--- src/rtl/frt_pkg.sv ---
// shared types, constants and codes for the flow record table
package frt_pkg;

    localparam int SLOTS     = 256;
    localparam int KEY_BYTES = 13;
    localparam int SLOT_W    = $clog2(SLOTS);
    localparam int CNT_W     = (SLOT_W + 1 > 9) ? SLOT_W + 1 : 9;
    localparam int KEY_W     = 104;
    localparam int KEY_BITS  = (KEY_BYTES * 8 > KEY_W) ? KEY_W : KEY_BYTES * 8;
    localparam logic [KEY_W-1:0] KEY_MASK = {KEY_W{1'b1}} >> (KEY_W - KEY_BITS);
    localparam int QUEUE_DEPTH = 2;

    localparam logic [1:0] ST_UPDATE = 2'd0;
    localparam logic [1:0] ST_NEW    = 2'd1;
    localparam logic [1:0] ST_FULL   = 2'd2;

    typedef struct packed {
        logic [KEY_W-1:0] key;
        logic [31:0]      ts_seconds;
        logic [19:0]      ts_micros;
        logic [15:0]      packet_length;
        logic [7:0]       hop_limit;
    } item_t;

    typedef struct packed {
        logic [31:0] packets;
        logic [39:0] bytes;
        logic [15:0] len_min;
        logic [15:0] len_max;
        logic [7:0]  hop_min;
        logic [7:0]  hop_max;
        logic [31:0] start_seconds;
        logic [19:0] start_micros;
    } rec_t;

    typedef struct packed {
        logic [1:0]  status;
        logic [7:0]  slot;
        rec_t        rec;
        logic [31:0] new_flow_count;
        logic [31:0] update_count;
    } res_t;

    typedef enum logic [2:0] {
        S_IDLE,
        S_SCAN,
        S_CMP,
        S_REC,
        S_UPD,
        S_DECIDE
    } back_state_t;

endpackage

--- src/rtl/frt_front.sv ---
// input side: takes packet beats, masks the key and queues them for the back end
module frt_front import frt_pkg::*; (
    input  logic        clk,
    input  logic        rst_n,
    input  logic        in_valid,
    output logic        in_stall,
    input  logic [63:0] key_low,
    input  logic [39:0] key_high,
    input  logic [31:0] ts_seconds,
    input  logic [19:0] ts_micros,
    input  logic [15:0] packet_length,
    input  logic [7:0]  hop_limit,
    output logic        q_valid,
    output item_t       q_item,
    input  logic        q_pop
);

    localparam int PTR_W = $clog2(QUEUE_DEPTH);
    localparam int FILL_W = $clog2(QUEUE_DEPTH + 1);

    item_t             entry_reg [QUEUE_DEPTH];
    logic [PTR_W-1:0]  wr_ptr_reg, wr_ptr_next;
    logic [PTR_W-1:0]  rd_ptr_reg, rd_ptr_next;
    logic [FILL_W-1:0] fill_reg, fill_next;
    logic              push;
    logic              pop;
    item_t             in_item;

    always_comb
    begin
        in_item.key           = {key_high, key_low} & KEY_MASK;
        in_item.ts_seconds    = ts_seconds;
        in_item.ts_micros     = ts_micros;
        in_item.packet_length = packet_length;
        in_item.hop_limit     = hop_limit;
    end

    assign in_stall = (fill_reg == FILL_W'(QUEUE_DEPTH));
    assign push     = in_valid && !in_stall;
    assign q_valid  = (fill_reg != '0);
    assign pop      = q_pop && q_valid;
    assign q_item   = entry_reg[rd_ptr_reg];

    always_comb
    begin
        wr_ptr_next = wr_ptr_reg;
        rd_ptr_next = rd_ptr_reg;
        fill_next   = fill_reg;
        if (push)
        begin
            wr_ptr_next = (wr_ptr_reg == PTR_W'(QUEUE_DEPTH - 1)) ? '0 : wr_ptr_reg + 1'b1;
        end
        if (pop)
        begin
            rd_ptr_next = (rd_ptr_reg == PTR_W'(QUEUE_DEPTH - 1)) ? '0 : rd_ptr_reg + 1'b1;
        end
        if (push && !pop)
        begin
            fill_next = fill_reg + 1'b1;
        end
        else if (pop && !push)
        begin
            fill_next = fill_reg - 1'b1;
        end
    end

    always_ff @(posedge clk or negedge rst_n)
    begin
        if (!rst_n)
        begin
            wr_ptr_reg <= '0;
            rd_ptr_reg <= '0;
            fill_reg   <= '0;
        end
        else
        begin
            wr_ptr_reg <= wr_ptr_next;
            rd_ptr_reg <= rd_ptr_next;
            fill_reg   <= fill_next;
        end
    end

    always_ff @(posedge clk)
    begin
        if (push)
        begin
            entry_reg[wr_ptr_reg] <= in_item;
        end
    end

endmodule

--- config.mk ---
export PLATFORM = sky130hd
export DESIGN_NAME = frt_front
export DESIGN_NICKNAME = d
export VERILOG_FILES = /design/src/rtl/frt_pkg.sv /design/src/rtl/frt_front.sv
export SDC_FILE = /design/constraint.sdc
export NUM_CORES = 1
export LEC_CHECK = 0
export ABC_AREA = 1
export BUFFER_PORTS_ARGS = -buffer_cell sky130_fd_sc_hd__buf_4
export CORE_MARGIN = 5
export CORE_UTILIZATION = 52
export CTS_CLUSTER_SIZE = 25
export DETAILED_ROUTE_END_ITERATION = 10
export GPL_ROUTABILITY_DRIVEN = 0
export MAX_ROUTING_LAYER = met4
export PLACE_DENSITY_LB_ADDON = 0.12
export SLEW_MARGIN = 10
export SYNTH_ARGS = -nofsm -noshare
export SYNTH_HDL_FRONTEND = slang
export SYNTH_SLANG_ARGS = --single-unit
export TNS_END_PERCENT = 10
--- constraint.sdc ---
create_clock -name clk -period 9.5 [get_ports clk]
set_clock_uncertainty 0.05 [all_clocks]
set_input_delay 0.95 -clock clk [delete_from_list [all_inputs] [get_ports clk]]
set_output_delay 0.95 -clock clk [all_outputs]
set_load 0.02 [all_outputs]
Yosys cells after proc, flatten, opt, wreduce, memory -nomap -nowiden
Memories as Yosys holds them, arrays and structs flattened.
Cells that the tools add are included.
Widths: inputs -> output; s select.
{"block": "op_classes", "addsub": 4, "eq_ne": 1, "n_reduce_logical": 9, "n_mux": 6}
{"operator": "$logic_and 1x1->1", "count": 4}
{"operator": "$mux 1", "count": 4}
{"operator": "$mux 2", "count": 2}
{"operator": "$reduce_bool 2->1", "count": 2}
{"operator": "$logic_not 1->1", "count": 3}
{"operator": "$add 1x1->1 const B", "count": 2}
{"operator": "$add 2x1->2 const B", "count": 1}
{"operator": "$eq 2x2->1 const B", "count": 1}
{"operator": "$sub 2x1->2 const B", "count": 1}
{"block": "totals", "ff_bits": 4, "out_inout_bits": 182, "mem_count": 1, "mem_bits_rw": 360, "wordCells": 24}
{"memory": "entry_reg", "words": 2, "word_bits": 180, "rd": 1, "rd_clocked_by_memory_dff": 0, "wr": 1, "line": "frt_front.sv:21", "text": "item_t entry_reg [QUEUE_DEPTH];"}

Logic depth before layout (Yosys ltp)
Gate-level depths: netlist of run 1.
{"block": "logic_depth", "depth_word": 7, "ltp_mapped": 9}

Least setup slack after synthesis of run 1
No wires, ideal clock.
{"block": "synth_timing", "path_kind": "input port to flip-flop", "start": "input port in_valid", "end": "memory entry_reg[1][0] in the netlist's numbering (enable)", "t_arrival_ps": 8520, "path_stages": 2, "t_required_ps": 8727, "n_path_buf": 0, "path_slack_ps": 208, "setup_ps": 723, "cell_sequence": "o21ai_0 > nor2_1"}
{"block": "synth_via", "elab_chain_cells": 3}
{"element": "start, declared", "line": "frt_front.sv:5", "text": "input logic in_valid,"}
{"element": "$logic_and 1x1->1", "line": "frt_front.sv:39", "text": "assign push = in_valid && !in_stall;"}
{"element": "$mux 1", "line": "frt_front.sv:85", "text": "if (push)"}
{"element": "$mux 1 (implied by the code)", "line": "frt_front.sv:87", "text": "entry_reg[wr_ptr_reg] <= in_item;"}
{"element": "end, declared", "line": "frt_front.sv:21"}
Every way passes these cells.

==> results of run 1 <==
==> report_power, final <==
group | total [uW] | switching, uW | internal, uW
Combinational | 2160 | 1430 | 733
Clock | 1480 | 562 | 917
Sequential | 2300 | 109 | 2200
==> metrics by stage <==
step	cell area, um^2	hold slack (ps)	utilization (%)	std cells	worst slack [ps]
floorplan	13300	392	-	971	208
global placement	16300	409	64.7	1633	5840
detailed placement	16300	420	64.7	1633	5840
CTS	17600	155	69.7	1702	5270
global route	17600	157	69.7	1703	5050
finish	17600	180	69.7	1703	5320
==> area by class of cell <==
class                      count  area [um^2]
clock inverter                23          233
clock buffer                  46         1040
sequential                   364        10900
inverter                       8         40.0
antenna                        1         2.50
fill                        1748         7620
multi-input combinational    560         2130
tap                          330          413
timing repair buffer         371         2790
==> Yosys cell counts <==
cell | n | area share, %
nand4_1 | 1 | 0.047
xnor2_1 | 1 | 0.066
ha_1 | 1 | 0.094
dfrtp_1 | 4 | 0.75
inv_1 | 7 | 0.20
nor2_1 | 3 | 0.085
buf_4 | 10 | 0.57
inv_2 | 1 | 0.028
clkbuf_1 | 9 | 0.25
nand2_1 | 551 | 16
nand3_1 | 2 | 0.075
o21ai_0 | 1 | 0.038
edfxtp_1 | 360 | 81
buf_2 | 20 | 0.75
==> final timing paths <==
path	slack, ps	cells after the start	from	end
max	5320	5	rd_ptr_reg$_DFFE_PN0P_	q_item[133]
min	180	1	rst_n	fill_reg[0]$_DFFE_PN0P_
max reg2reg	6450	6	fill_reg[1]$_DFFE_PN0P_	entry_reg[0][113]$_DFFE_PP_
min reg2reg	430	2	wr_ptr_reg$_DFFE_PN0P_	wr_ptr_reg$_DFFE_PN0P_
max in group asynchronous	9100	1	rst_n	rd_ptr_reg$_DFFE_PN0P_
min in group clk	430	2	wr_ptr_reg$_DFFE_PN0P_	wr_ptr_reg$_DFFE_PN0P_
==> routing by layer <==
layer  track usage (%)  routed length (um)
met1              25.2               11400
met2              34.3               14800
met3              5.87                2900
met4              7.95                 909
met5                 -                   0
==> kinds of logic after synthesis <==
| family | count (synthesis) |
|---|---|
| AOI/OAI and AO/OA | 1 |
| adders and majority gates | 1 |
| buffers and inverters | 47 |
| and+or+nand+nor | 557 |
| xor gates and xnor gates | 1 |
| DFF | 364 |
==> impl_metrics.py, run 1 <==
metrics = {
    "route": {
        "drt-initial-drc-count": 681,
        "avgViaCountPerCell": 4.86,
        "wirelength_um": 29900,
        "drt_pre_antenna_iters": 5,
        "ant_nets": 0,
        "drc": 0,
        "wl_per_cell_um": 17.6,
        "vias": 8285,
    },
    "synth": {
        "avgSynthCellArea_um2": 13.7,
        "synth_area_um2": 13300,
        "synth_fp_nets": 1156,
        "synthXorXnorAreaFrac_pct": 0.0660,
        "synth_adder_area_share_pct": 0.0943,
        "ys_types": 14,
        "synth_top_family_by_area": "simple AND/OR/NAND/NOR gates",
        "synth_mux_area_share_pct": 0,
        "synthCells": 971,
        "synth_compound_area_share_pct": 0.0377,
        "yosys.area_share.simple_pct": 15.8,
        "seq_area_frac_synth_pct": 82.2,
        "synth-seq-cells": 364,
        "yosys_warnings": 0,
    },
    "status": {
        "outcome": "finished clean",
    },
    "clock_network": {
        "post_cts_buffers": 0,
        "ctsResizeCount": 0,
        "cts-root-buf": "clkbuf_16",
        "htreeDepth": 2,
        "clock_insertion_delay_worst_skew_ps": 500,
        "cts_sinks": 364,
        "cts_tree": "yes",
        "hold_buffers": 0,
        "numCtsBuffers": 38,
        "clk_pin_slew_ps": 60,
        "clock_path_buffers": 3,
    },
    "run": {
        "drv_cap": 0,
    },
    "global_routing": {
        "grt_pass1_vias": 8491,
        "grt_max_degree": 117,
        "grt_pass1_wl_um": 45300,
        "track_usage_pct": 21.0,
        "overflow": 0,
        "antenna_found_initial": 1,
    },
    "critical_path": {
        "cp_slowest_cell": "buf_4",
        "path_buf_inv": 3,
        "crit_type": "reg -> out",
        "cpPeakStageDelay_ps": 880,
        "crit_arrival_ps": 3180,
        "cp_cell_sequence": "inv_6, buf_4, nand2_1, nand2_1, buf_4",
        "worstSetupEndpointType": "primary output",
        "required_ps": 8500,
        "worstSetupStartpointType": "flop",
        "path_delay_family": "buffers and inverters",
        "cp_max_fo": 93,
    },
    "cells_and_area": {
        "drive_gt1_share_pct": 31.2,
        "nets": 1528,
        "synthToLayoutAreaGrowth_pct": 32.3,
        "largest_register_ffs": 360,
        "final_cell_mix": "551 x nand2_1, 371 x buf_4, 360 x edfxtp_1, 41 x clkbuf_16, 11 x clkinv_1",
        "mostFrequentLayoutCell": "nand2_1",
    },
    "floorplan": {
        "io_pins": 366,
        "coreArea_um2": 25200,
        "fp-row-count": 58,
        "die_area_um2": 28800,
        "die_w_um": 170,
        "die-height_um": 170,
        "start_util_pct": 52.7,
    },
    "sta": {
        "max_freq_ghz": 0.239,
        "min_period_ps": 4180,
        "slew_headroom_pct": 27.3,
        "tns_ps": 0,
        "hold_viol": 0,
        "period_share_pct": 44.0,
        "tightest_slew_ps": 1090,
        "slew_violations": 0,
        "finalSetupViolations": 0,
        "rsz0062_at_grt": "no",
    },
    "power": {
        "finalPower_uw": 5950,
        "powerDensity_nw_per_um2": 339,
        "power.leakage_uw": 0.00749,
        "ir_drop_v": 0.000230,
    },
    "place": {
        "hpwl_um": 19600,
        "numPortBuffers": 365,
    },
    "worst_hold_path": {
        "hold_path_class": "in -> async",
    },
}
(Power assumes the default switching activity.)
==> run 2: changes to the inputs <==
--- a/config.mk
+++ b/config.mk
@@ -8,7 +8,7 @@
 export ABC_AREA = 1
 export BUFFER_PORTS_ARGS = -buffer_cell sky130_fd_sc_hd__buf_4
 export CORE_MARGIN = 5
-export CORE_UTILIZATION = 52
+export CORE_UTILIZATION = 47
 export CTS_CLUSTER_SIZE = 25
 export DETAILED_ROUTE_END_ITERATION = 10
 export GPL_ROUTABILITY_DRIVEN = 0
==> constraint.sdc (replaced) <==
create_clock -name clk -period 3.7 [get_ports clk]
set_clock_uncertainty 0.05 [all_clocks]
set_input_delay 0.37 -clock clk [delete_from_list [all_inputs] [get_ports clk]]
set_output_delay 0.37 -clock clk [all_outputs]
set_load 0.02 [all_outputs]
==> run 2 against run 1 <==
  * Via count increased by 8.7%
  * Wire length increased by 9.6%
  * Combinational power increased to 2.7 times the previous value
  * Die area increased by 10%
  * Largest cell class unchanged
  * Worst setup slack got worse by 4100 ps
  * Sequential power increased to 2.5 times the previous value
  * Clock power increased to 2.5 times the previous value
==> impl_metrics.py, run 2 (same netlist as run 1, synthesis figures left out) <==
metrics = {
    "run": {
        "drv_cap": 0,
    },
    "status": {
        "outcome": "finished clean",
    },
    "route": {
        "wirelength_um": 32800,
        "drc": 0,
        "avgViaCountPerCell": 4.67,
        "drt_pre_antenna_iters": 5,
        "wl_per_cell_um": 17.0,
        "ant_nets": 0,
        "vias": 9008,
        "drt-initial-drc-count": 535,
    },
    "global_routing": {
        "track_usage_pct": 20.4,
        "grt_pass1_wl_um": 48400,
        "antenna_found_initial": 4,
        "grt_max_degree": 182,
        "grt_pass1_vias": 9042,
        "overflow": 0,
    },
    "clock_network": {
        "clock_insertion_delay_worst_skew_ps": 500,
        "numCtsBuffers": 38,
        "ctsResizeCount": 0,
        "htreeDepth": 2,
        "cts_sinks": 364,
        "cts-root-buf": "clkbuf_16",
        "clock_path_buffers": 3,
        "cts_tree": "yes",
        "clk_pin_slew_ps": 60,
    },
    "sta": {
        "fin_ws_ps": 1180,
        "finalSetupViolations": 0,
        "tns_ps": 0,
        "rsz0062_at_grt": "no",
        "hold_viol": 0,
        "slew_headroom_pct": 42.5,
        "period_share_pct": 68.2,
        "tightest_slew_ps": 863,
        "min_period_ps": 2520,
        "slew_violations": 0,
        "max_freq_ghz": 0.396,
    },
    "power": {
        "comb_power_share_pct": 38.2,
        "ir_drop_v": 0.000673,
        "p_int_uw": 9960,
        "finalPower_uw": 15500,
        "seqPwrFrac_pct": 37.7,
        "power.leakage_uw": 0.00823,
        "switching_share_pct": 35.6,
        "powerDensity_nw_per_um2": 797,
        "clock_power_share_pct": 24.1,
        "switchingPower_uw": 5520,
    },
    "place": {
        "postPlaceCellArea_um2": 16400,
        "hpwl_um": 19300,
        "numPortBuffers": 365,
        "dp_slack_ps": 1660,
        "dp.cells": 1683,
    },
    "critical_path": {
        "r2r_slack_ps": 1680,
        "crit_type": "reg -> out",
        "reg2reg_depth": 4,
        "crit_arrival_ps": 2100,
        "cp_max_fo": 49,
        "regToRegStartpoint": "fill_reg[1]$_DFFE_PN0P_",
        "reg2reg_to": "entry_reg[1][123]$_DFFE_PP_",
        "worstSetupEndpointType": "primary output",
        "required_ps": 3280,
        "worstSetupStartpointType": "flop",
    },
    "worst_hold_path": {
        "worstHoldStart": "key_high[0]",
        "hold_path_class": "in -> reg",
        "min_to": "entry_reg[1][140]$_DFFE_PP_",
        "whs_path_depth": 1,
    },
    "floorplan": {
        "die_area_um2": 31700,
        "coreArea_um2": 27900,
        "die_w_um": 178,
        "fp-row-count": 61,
        "die-height_um": 178,
        "start_util_pct": 47.6,
        "io_pins": 366,
    },
    "cells_and_area": {
        "mostFrequentLayoutCell": "nand2_1",
        "largest_register_ffs": 360,
        "final_cell_mix": "550 x nand2_1, 369 x buf_4, 360 x edfxtp_1, 178 x dlygate4sd3_1, 41 x clkbuf_16",
        "final_cell_area_um2": 19400,
        "drive_gt1_share_pct": 27.7,
        "fin_cells": 1929,
        "synthToLayoutAreaGrowth_pct": 46.4,
        "nets": 1708,
    },
}
[run 2: cell type report]
class,count,area (um^2)
timing repair buffer,551,4630
sequential,364,10900
inverter,8,38.8
fill,1901,8420
tap,378,473
clock buffer,45,1040
antenna,4,10.0
multi-input combinational,560,2140
clock inverter,19,184
[run 2: power by group through the flow]
stage | Clock, uW | Sequential [uW] | Combinational [uW]
after floorplan | 0 | 5950 | 3260
after global placement | 0 | 5890 | 5770
after detailed placement | 0 | 5920 | 5790
after CTS | 3820 | 5830 | 5970
after global routing | 3990 | 5900 | 6390
final | 3730 | 5840 | 5920
[run 2: metrics by stage]
| stage | hold slack, ps | utilization (%) |
|---|---|---|
| floorplan | 24.4 | - |
| global placement | 129 | 58.9 |
| detailed placement | 132 | 58.9 |
| CTS | 0.651 | 69.7 |
| global route | 3.18 | 69.8 |
| finish | 24.2 | 69.8 |
[run 2: timing repair]
item | 4_1_cts | 5_1_grt
hold buffers | 177 | 1
setup buffers | 0 | 0
endpoints found under the hold margin | 356 | 2
setup endpoints to repair | 0 | 0
[run 2: critical path: stages, from the launching register on]
cell	delay, ps
dfrtp_4	510
inv_6	300
buf_4	410
nand2_1	110
nand2_1	80
buf_4	140
[run 2: worst max-delay path by stage]
stage                                  startpoint                     endpoint  slack [ps]  cells after the start
after global placement     rd_ptr_reg$_DFFE_PN0P_                   q_item[91]        1650                      4
after global routing       rd_ptr_reg$_DFFE_PN0P_                  q_item[121]        1040                      5
after floorplan           fill_reg[0]$_DFFE_PN0P_    entry_reg[0][0]$_DFFE_PP_        -160                      4
after detailed placement  fill_reg[1]$_DFFE_PN0P_  entry_reg[0][158]$_DFFE_PP_        1660                      6
after CTS                  rd_ptr_reg$_DFFE_PN0P_                   q_item[78]        1120                      4
final                      rd_ptr_reg$_DFFE_PN0P_                  q_item[134]        1180                      5
[run 2: per-layer routing]
| metal | routed length [um] | vias up | global-route usage [%] |
|---|---|---|---|
| li1 | - | 4379 | - |
| met1 | 12600 | 4194 | 24.0 |
| met2 | 16000 | 368 | 33.3 |
| met3 | 3280 | 67 | 6.87 |
| met4 | 948 | 0 | 6.41 |
| met5 | 0 | - | - |
==> run 3: changes to the inputs <==
--- a/config.mk
+++ b/config.mk
@@ -8,7 +8,7 @@
 export ABC_AREA = 1
 export BUFFER_PORTS_ARGS = -buffer_cell sky130_fd_sc_hd__buf_4
 export CORE_MARGIN = 5
-export CORE_UTILIZATION = 47
+export CORE_UTILIZATION = 52
 export CTS_CLUSTER_SIZE = 25
 export DETAILED_ROUTE_END_ITERATION = 10
 export GPL_ROUTABILITY_DRIVEN = 0
==> constraint.sdc (replaced) <==
create_clock -name clk -period 2.5 [get_ports clk]
set_clock_uncertainty 0.05 [all_clocks]
set_input_delay 0.25 -clock clk [delete_from_list [all_inputs] [get_ports clk]]
set_output_delay 0.25 -clock clk [all_outputs]
set_load 0.02 [all_outputs]
==> run 3 against run 2 <==
  * The flow now finishes with violations (setup timing)
  * Register-to-register slack worse by 1000 ps
  * Sequential cell count stayed put
  * Sequential power is 48% higher
  * Cell count is 2.0% lower
  * Sequential share of layout area is 0.15 points higher
  * First-iteration DRC count is 20% higher
  * Largest cell class unchanged
  * Highest routed layer unchanged
==> impl_metrics.py, run 3 (same netlist as run 1, synthesis figures left out) <==
metrics = {
    "status": {
        "outcome": "complete, but fails checks",
        "failed_checks": "setup timing",
    },
    "critical_path": {
        "cpPeakStageDelay_ps": 460,
        "required_ps": 2200,
        "worstSetupEndpointType": "primary output",
        "cp_max_fo": 181,
        "cp_cell_sequence": "buf_16, nand2_1, nand2_1, buf_4",
        "worstSetupStartpointType": "flop",
        "crit_type": "reg -> out",
        "crit_arrival_ps": 2220,
        "cp_slowest_cell": "dfrtp_4",
        "critical_path.most_common_cell": "nand2_1",
    },
    "worst_hold_path": {
        "hold_path_class": "in -> async",
    },
    "clock_network": {
        "htreeDepth": 2,
        "clk_pin_slew_ps": 60,
        "clock_insertion_delay_worst_skew_ps": 500,
        "cts_sinks": 364,
        "post_cts_buffers": 0,
        "clock_path_buffers": 3,
        "cts_tree": "yes",
        "cts-root-buf": "clkbuf_16",
        "numCtsBuffers": 37,
    },
    "sta": {
        "slew_headroom_pct": 29.7,
        "period_share_pct": 101,
        "rsz0062_at_grt": "no",
        "max_freq_ghz": 0.397,
        "min_period_ps": 2520,
        "slew_violations": 0,
        "tightest_slew_ps": 1050,
        "hold_viol": 0,
        "fin_ws_ps": -16.4,
        "tns_ps": -16.4,
        "finalSetupViolations": 1,
    },
    "floorplan": {
        "die_area_um2": 28800,
        "die_w_um": 170,
        "coreArea_um2": 25200,
        "start_util_pct": 52.7,
        "die-height_um": 170,
        "fp-row-count": 58,
        "io_pins": 366,
    },
    "run": {
        "drv_cap": 0,
    },
    "power": {
        "clock_power_share_pct": 22.4,
        "comb_power_share_pct": 39.4,
        "seqPwrFrac_pct": 38.2,
        "switching_share_pct": 36.3,
        "powerDensity_nw_per_um2": 1170,
        "ir_drop_v": 0.00114,
        "p_int_uw": 14400,
        "switchingPower_uw": 8210,
        "power.leakage_uw": 0.00823,
    },
    "cells_and_area": {
        "fin_cells": 1890,
        "final_cell_mix": "550 x nand2_1, 370 x buf_4, 360 x edfxtp_1, 182 x dlygate4sd3_1, 39 x clkbuf_16",
        "synthToLayoutAreaGrowth_pct": 46.1,
        "drive_gt1_share_pct": 27.8,
        "mostFrequentLayoutCell": "nand2_1",
        "nets": 1715,
        "largest_register_ffs": 360,
    },
    "route": {
        "drt_pre_antenna_iters": 5,
        "drc": 0,
        "ant_nets": 0,
        "avgViaCountPerCell": 4.95,
        "drt-initial-drc-count": 641,
        "vias": 9347,
        "wl_per_cell_um": 17.6,
        "wirelength_um": 33200,
    },
    "global_routing": {
        "track_usage_pct": 23.1,
        "overflow": 0,
        "grt_pass1_vias": 9657,
        "grt_pass1_wl_um": 50400,
        "antenna_found_initial": 4,
        "grt_max_degree": 182,
    },
    "place": {
        "dp.cells": 1639,
        "hpwl_um": 19300,
        "numPortBuffers": 365,
    },
}
==> run 3: cell types whose count changed in the layout (fill, tap and decap cells not counted), sizes merged <==
cell	before	now
buf	373	377
bufinv	4	1
diode	4	5
dlygate4sd3	178	182
clkinv	14	12
clkbuf	45	49
clkinvlp	1	2
==> run 3: worst max-delay path: cells and delay by family (launching register included) <==
family        cells  cell delay, ps
flops             1             460
simple gates      2             300
buf+inv           2             570
==> run 3: cell type report <==
cell class,instances,area (um^2)
sequential,364,10900
fill,1472,5800
timing repair buffer,559,4750
multi-input combinational,560,2140
clock buffer,49,1010
tap,330,413
clock inverter,15,103
inverter,8,38.8
antenna,5,12.5
==> run 3: power groups by stage <==
| stage | sequential, uW | clock (uW) | combinational, uW |
|---|---|---|---|
| after floorplan | 8810 | 0 | 4830 |
| after global placement | 8690 | 0 | 8590 |
| after detailed placement | 8750 | 0 | 8630 |
| after CTS | 8630 | 5160 | 8910 |
| after global routing | 8740 | 5460 | 9600 |
| final | 8640 | 5080 | 8920 |
==> run 3: per-stage QoR <==
step	utilization (%)	total power [uW]	hold slack, ps	worst slack (ps)	instance area [um^2]
2_1_floorplan	-	13600	-95.6	-1360	13300
3_3_place_gp	65.2	17300	0.940	690	16400
3_5_place_dp	65.2	17400	3.33	675	16400
4_1_cts	76.9	22700	60.8	122	19400
5_1_grt	77.0	23800	66.8	33.6	19400
6_report	77.0	22600	54.5	-16.4	19400
==> run 3: final timing paths <==
kind                                         start                           to  slack, ps  depth (start not counted)
max                         rd_ptr_reg$_DFFE_PN0P_                   q_item[53]        -20                          4
min                                          rst_n       wr_ptr_reg$_DFFE_PN0P_         50                          2
max reg2reg                fill_reg[1]$_DFFE_PN0P_  entry_reg[0][135]$_DFFE_PP_        660                          6
min reg2reg                 wr_ptr_reg$_DFFE_PN0P_       wr_ptr_reg$_DFFE_PN0P_        440                          2
max in group asynchronous                    rst_n       rd_ptr_reg$_DFFE_PN0P_       2230                          2
min in group clk                          in_valid       wr_ptr_reg$_DFFE_PN0P_        100                          5
==> run 3: what timing repair did <==
| action | CTS | global route |
|---|---|---|
| resized for setup | 0 | 1 |
| setup endpoints to repair | 0 | 6 |
| hold endpoints to repair | 365 | 0 |
| hold buffers | 182 | 0 |
==> run 3: routing by layer <==
layer | GRT usage, % | part of all wire, % | vias up | wire (um)
met5 | - | 0 | - | 0
met4 | 7.63 | 3.2 | 0 | 1050
met3 | 5.80 | 9.0 | 80 | 3000
met2 | 40.4 | 52 | 392 | 17400
met1 | 26.0 | 35 | 4467 | 11800
li1 | - | - | 4408 | -
